### config.mk
export PLATFORM = sky130hd
export DESIGN_NAME = akht_ctrl
export DESIGN_NICKNAME = d
export VERILOG_FILES = /design/src/rtl/akht_pkg.sv /design/src/rtl/akht_ctrl.sv
export SDC_FILE = /design/constraint.sdc
export NUM_CORES = 1
export LEC_CHECK = 0
export BUFFER_PORTS_ARGS = -buffer_cell sky130_fd_sc_hd__clkbuf_2
export CORE_AREA = 3 3 40 42
export CTS_CLUSTER_DIAMETER = 80
export DETAILED_ROUTE_END_ITERATION = 8
export DIE_AREA = 0 0 43 45
export PLACE_DENSITY = 0.5
export RECOVER_POWER = 25
export REMOVE_ABC_BUFFERS = 1
export SYNTH_ARGS = -nofsm -noshare
export SYNTH_HDL_FRONTEND = slang
export SYNTH_SLANG_ARGS = --single-unit
### constraint.sdc
create_clock -name i_clk -period 1.3 [get_ports i_clk]
set_input_delay 0.13 -clock i_clk [delete_from_list [all_inputs] [get_ports i_clk]]
set_output_delay 0.13 -clock i_clk [all_outputs]
set_load 0.01 [all_outputs]
### src/rtl/akht_pkg.sv
package akht_pkg;

    // Table geometry; TABLE_SLOTS must be a power of two (16 .. 65536)
    localparam int TABLE_SLOTS = 1024;
    localparam int IDX_W       = $clog2(TABLE_SLOTS);
    localparam int CNT_W       = IDX_W + 1;
    localparam int HOME_SHIFT  = 4;

    localparam int KEY_W = 48;
    localparam int VAL_W = 32;
    localparam int STS_W = 2;

    localparam logic [STS_W-1:0] STATUS_OK       = 2'd0;
    localparam logic [STS_W-1:0] STATUS_FULL     = 2'd1;
    localparam logic [STS_W-1:0] STATUS_ZERO_KEY = 2'd2;

    localparam logic KIND_LOOKUP = 1'b0;
    localparam logic KIND_INSERT = 1'b1;

    localparam logic [CNT_W-1:0] HALF_SLOTS = CNT_W'(TABLE_SLOTS / 2);
    localparam logic [CNT_W-1:0] LAST_STEP  = CNT_W'(TABLE_SLOTS - 1);
    localparam logic [IDX_W-1:0] LAST_IDX   = IDX_W'(TABLE_SLOTS - 1);

    typedef struct packed {
        logic             kind;
        logic [KEY_W-1:0] key;
        logic [VAL_W-1:0] value;
    } t_in_word;

    typedef struct packed {
        logic [VAL_W-1:0] found_value;
        logic             hit;
        logic [STS_W-1:0] status;
    } t_out_word;

    typedef struct packed {
        logic [KEY_W-1:0] key;
        logic [VAL_W-1:0] value;
    } t_slot;

    // controller -> datapath
    typedef struct packed {
        logic clr_en;
        logic accept;
        logic check;
        logic load_out;
    } t_dp_cmd;

    // datapath -> controller
    typedef struct packed {
        logic clr_last;
        logic zero_key;
        logic probe_done;
    } t_dp_sts;

endpackage

### src/rtl/akht_ctrl.sv
module akht_ctrl import akht_pkg::*; (
    input  logic    i_clk,
    input  logic    i_rst_n,
    input  logic    i_in_valid,
    output logic    o_in_stall,
    output logic    o_out_valid,
    input  logic    i_out_stall,
    input  t_dp_sts i_sts,
    output t_dp_cmd o_cmd
);

    typedef enum logic [2:0] {
        S_CLEAR,
        S_IDLE,
        S_READ,
        S_CHECK,
        S_FINISH
    } t_state;

    t_state r_state;
    logic   r_out_valid;
    logic   out_free;

    assign out_free = !r_out_valid || !i_out_stall;

    always_comb begin
        o_cmd.clr_en   = (r_state == S_CLEAR);
        o_cmd.accept   = (r_state == S_IDLE) && i_in_valid;
        o_cmd.check    = (r_state == S_CHECK);
        o_cmd.load_out = (r_state == S_FINISH) && out_free;
    end

    assign o_in_stall  = (r_state != S_IDLE);
    assign o_out_valid = r_out_valid;

    always_ff @(posedge i_clk) begin
        if (!i_rst_n) begin
            r_state     <= S_CLEAR;
            r_out_valid <= 1'b0;
        end else begin
            if (o_cmd.load_out) begin
                r_out_valid <= 1'b1;
            end else if (!i_out_stall) begin
                r_out_valid <= 1'b0;
            end
            unique case (r_state)
                S_CLEAR: begin
                    if (i_sts.clr_last) r_state <= S_IDLE;
                end
                S_IDLE: begin
                    if (i_in_valid) r_state <= i_sts.zero_key ? S_FINISH : S_READ;
                end
                S_READ: begin
                    r_state <= S_CHECK;
                end
                S_CHECK: begin
                    if (i_sts.probe_done) r_state <= S_FINISH;
                end
                S_FINISH: begin
                    if (out_free) r_state <= S_IDLE;
                end
                default: r_state <= S_CLEAR;
            endcase
        end
    end

endmodule

==> results.txt <==
- Multi-input gate area in the final layout: 151.4 µm²
* Wire length per cell after detailed routing: 9.639 µm
- Worst endpoint required time: 1.17 ns
* RSZ-0062 raised after global routing: false
- The clock reaches the later pin of the worst-skew pair after 0.23 ns.
- The number of antenna violations at the first check in global routing came to 0.
* Reg2Reg Launch Point: r_state[1]
* Commonest non-fill, non-tap cells in the layout: sky130_fd_sc_hd__clkbuf_2 (11), sky130_fd_sc_hd__nand2_1 (4), sky130_fd_sc_hd__nor2_1 (3), sky130_fd_sc_hd__clkbuf_4 (3)
- Post-CTS timing repair inserted 0 buffers for setup.
- H-tree Lvls: 1
- Core area: 1285 µm²
- The placed instances occupy a cell area of 317.8 µm².
- Worst reg-to-reg setup slack: 0.23 ns
- Layout Utilization: 27.17%
- After detailed routing, the number of remaining DRC violations is 0.
- TritonCTS built the clock tree.
* Clock root buffer: sky130_fd_sc_hd__clkbuf_4
* Overall routing resource usage: 6.167%
- Fin crit share: 94.78%
* Register area: 82.58 µm²
- Synthesis handed over a netlist of 31 instances.
- Total count of max-transition violations in the final report: 0
* Remaining antenna violation count after routing: 0
- Fraction of final layout cells with drive strength greater than 1: 39.13%
- After routing the design area is 349.1 µm².
- YS warnings: 0
- Setup crit start: r_state[1]
- Combined area of all synthesized cells: 242.7 µm²
* Capture point of the worst path: o_cmd[2]
- Number of buffer cells added on primary ports: 12
* Die width: 43 µm
- The library cell used most frequently in the layout, excluding fill and tap cells, is sky130_fd_sc_hd__clkbuf_2.
- Number of register bits inferred by synthesis: 4
- Worst reg-to-reg path cell count: 3
- Pin count of the biggest net entering global routing: 9
* Maximum root-to-sink buffer count: 2
- Across the routed clock network, the largest skew measured is 0.0001600 ns.
- The worst-case IR drop observed on VDD is 338.1 µV.
* Post-place setup slack: 0.2276 ns
- Status: finished, final reports clean
* Hpwl dp: 449.1 µm
- 0 antenna diodes ended up in the layout.
- Full die area: 1935 µm²
* Leak Pwr: 0.1648 nW
- Compared with the post-synthesis result, the final layout area differs by 43.81%.
- Number of maximum-capacitance violations: 0
* Overall via count from detail_route: 269
- For this run, the register share of the synthesized area comes to 32.99%.
- Power density cells: 1038 nW/µm²
* Final critical-path required period: 1.232 ns
* Final setup violating endpoints: 0
* Layout net count: 55
* Worst r2r dst: r_state[0]
- For this run, the top clock speed supported by timing is 0.8116 GHz.
- STA classifies the critical path startpoint as a flip-flop.
- Crit path capture type: primary output
* Type of the most critical hold path: input port to flip-flop
- The worst path meets setup with 0.06783 ns of slack.
* Final hold vios: 0
- Critical path fanouts, max: 8
* Arrival time reported for the critical path endpoint: 1.10 ns
- Counting every sink on the clock net gives 4.
- Clock-pin slew was measured on the worst setup and hold paths at 0.04 ns.
- Vertical extent of the die: 45 µm
- After global routing the overflow that remains totals 0.
* Mean post-synth cell area: 7.830 µm²
- The worst pin sits at a relative slew slack of 85.10%.
* Starting density of the core: 18.89%
- First drt pass iteration count: 4
- At the end of routability-driven placement, the weighted congestion stood at 0.7006.
* Detailed Route WL: 588 µm
- Avg Vias per Cell: 4.410
* Count of fill cells added during filler insertion: 143
- At the pin with the least slew margin, the transition time is 0.2205 ns.
- Buffers inserted during clock tree synthesis total 3.
* Std-Cell Rows: 13
- Total Neg Setup Slack: 0 ns
* Via count of the first global-routing pass: 245
* Number of I/O pins: 13
- The netlist uses 20 different library cells.
* Global-route wire length before repair: 890 µm
- Initial DRC count: 6
- Setup CP Type: flip-flop to primary output
[metrics by stage]
stage	total power [mW]	cells	hold slack, ns
final	0.3622	61	0.1673
after detailed placement	0.2106	58	0.4137
after global routing	0.3842	61	0.1915
after CTS	0.3709	61	0.1610
after global placement	0.2109	58	0.4133
after floorplan	0.1780	30	0.2612
[how the worst min path moves through the flow]
stage	startpoint	to	cells past startpoint
floorplan	i_rst_n	r_state[0]	1
global placement	i_out_stall	o_out_valid	3
detailed placement	i_out_stall	o_out_valid	3
CTS	i_rst_n	r_state[0]	2
global route	i_rst_n	r_state[0]	2
finish	i_rst_n	r_state[0]	2
[routing by layer]
metal / part of all wire (%) / vias up / global-route usage (%)
met3: 5.6 / 0 / 1.594
li1: - / 145 / -
met1: 45 / 118 / 7.488
met5: 0 / - / 0
met4: 0 / 0 / 5.422
met2: 49 / 6 / 8.982
[critical path: stages, from the launching register on]
cell and delay (ns):
sky130_fd_sc_hd__dfxtp_1 0.33, sky130_fd_sc_hd__buf_4 0.17, sky130_fd_sc_hd__nand2b_1 0.15, sky130_fd_sc_hd__nor2_1 0.09, sky130_fd_sc_hd__clkbuf_2 0.13
[cells by family after synthesis]
| family | share of synthesized area [%] |
|---|---|
| mux | 4.639 |
| flops | 32.99 |
| compound gates | 25.77 |
| simple gates | 28.87 |
| buf+inv | 7.733 |
[cells in the mapped netlist]
cell type	count	area, µm²
sky130_fd_sc_hd__o21ai_1	1	5.000
sky130_fd_sc_hd__mux2_1	1	11.26
sky130_fd_sc_hd__dfxtp_1	4	80.08
sky130_fd_sc_hd__o31a_1	1	8.760
sky130_fd_sc_hd__a31oi_1	2	12.51
sky130_fd_sc_hd__a21o_1	1	7.510
sky130_fd_sc_hd__nor4bb_1	1	10.01
sky130_fd_sc_hd__nand2b_1	1	6.260
sky130_fd_sc_hd__a21oi_1	1	5.000
sky130_fd_sc_hd__nand2_1	4	15.01
sky130_fd_sc_hd__o22ai_1	1	6.260
sky130_fd_sc_hd__inv_1	2	7.510
sky130_fd_sc_hd__and2_1	1	6.260
sky130_fd_sc_hd__nor3_1	1	5.000
sky130_fd_sc_hd__nor2b_1	1	6.260
sky130_fd_sc_hd__nand3_1	2	10.01
sky130_fd_sc_hd__o311a_1	1	10.01
sky130_fd_sc_hd__nor2_1	3	11.26
sky130_fd_sc_hd__buf_6	1	11.26
sky130_fd_sc_hd__a21boi_1	1	7.510
[area by class of cell]
type / instances / area share [%]
Inverter: 2 / 2.151
Clock buffer: 3 / 6.452
Tap cell: 15 / 5.376
Multi-Input combinational cell: 24 / 43.37
Sequential cell: 4 / 23.66
Timing Repair Buffer: 13 / 19.00
[repair_timing]
item	CTS	global route
gates resized for setup	2	2
gates cloned	0	0
endpoints found under the setup margin	1	2
hold buffers	0	0
[sequential cells by signal, indices dropped and copies added, names as in the netlist]
register and flops:
o_out_valid 1, r_state 3
[report_power, final]
part | internal [mW] | switching (mW) | leakage [nW]
sequential | 0.131 | 0.0100 | 0.0334
clock | 0.103 | 0.0458 | 0.0138
combinational | 0.0377 | 0.0350 | 0.118
Power figures use the tool's default switching activity.
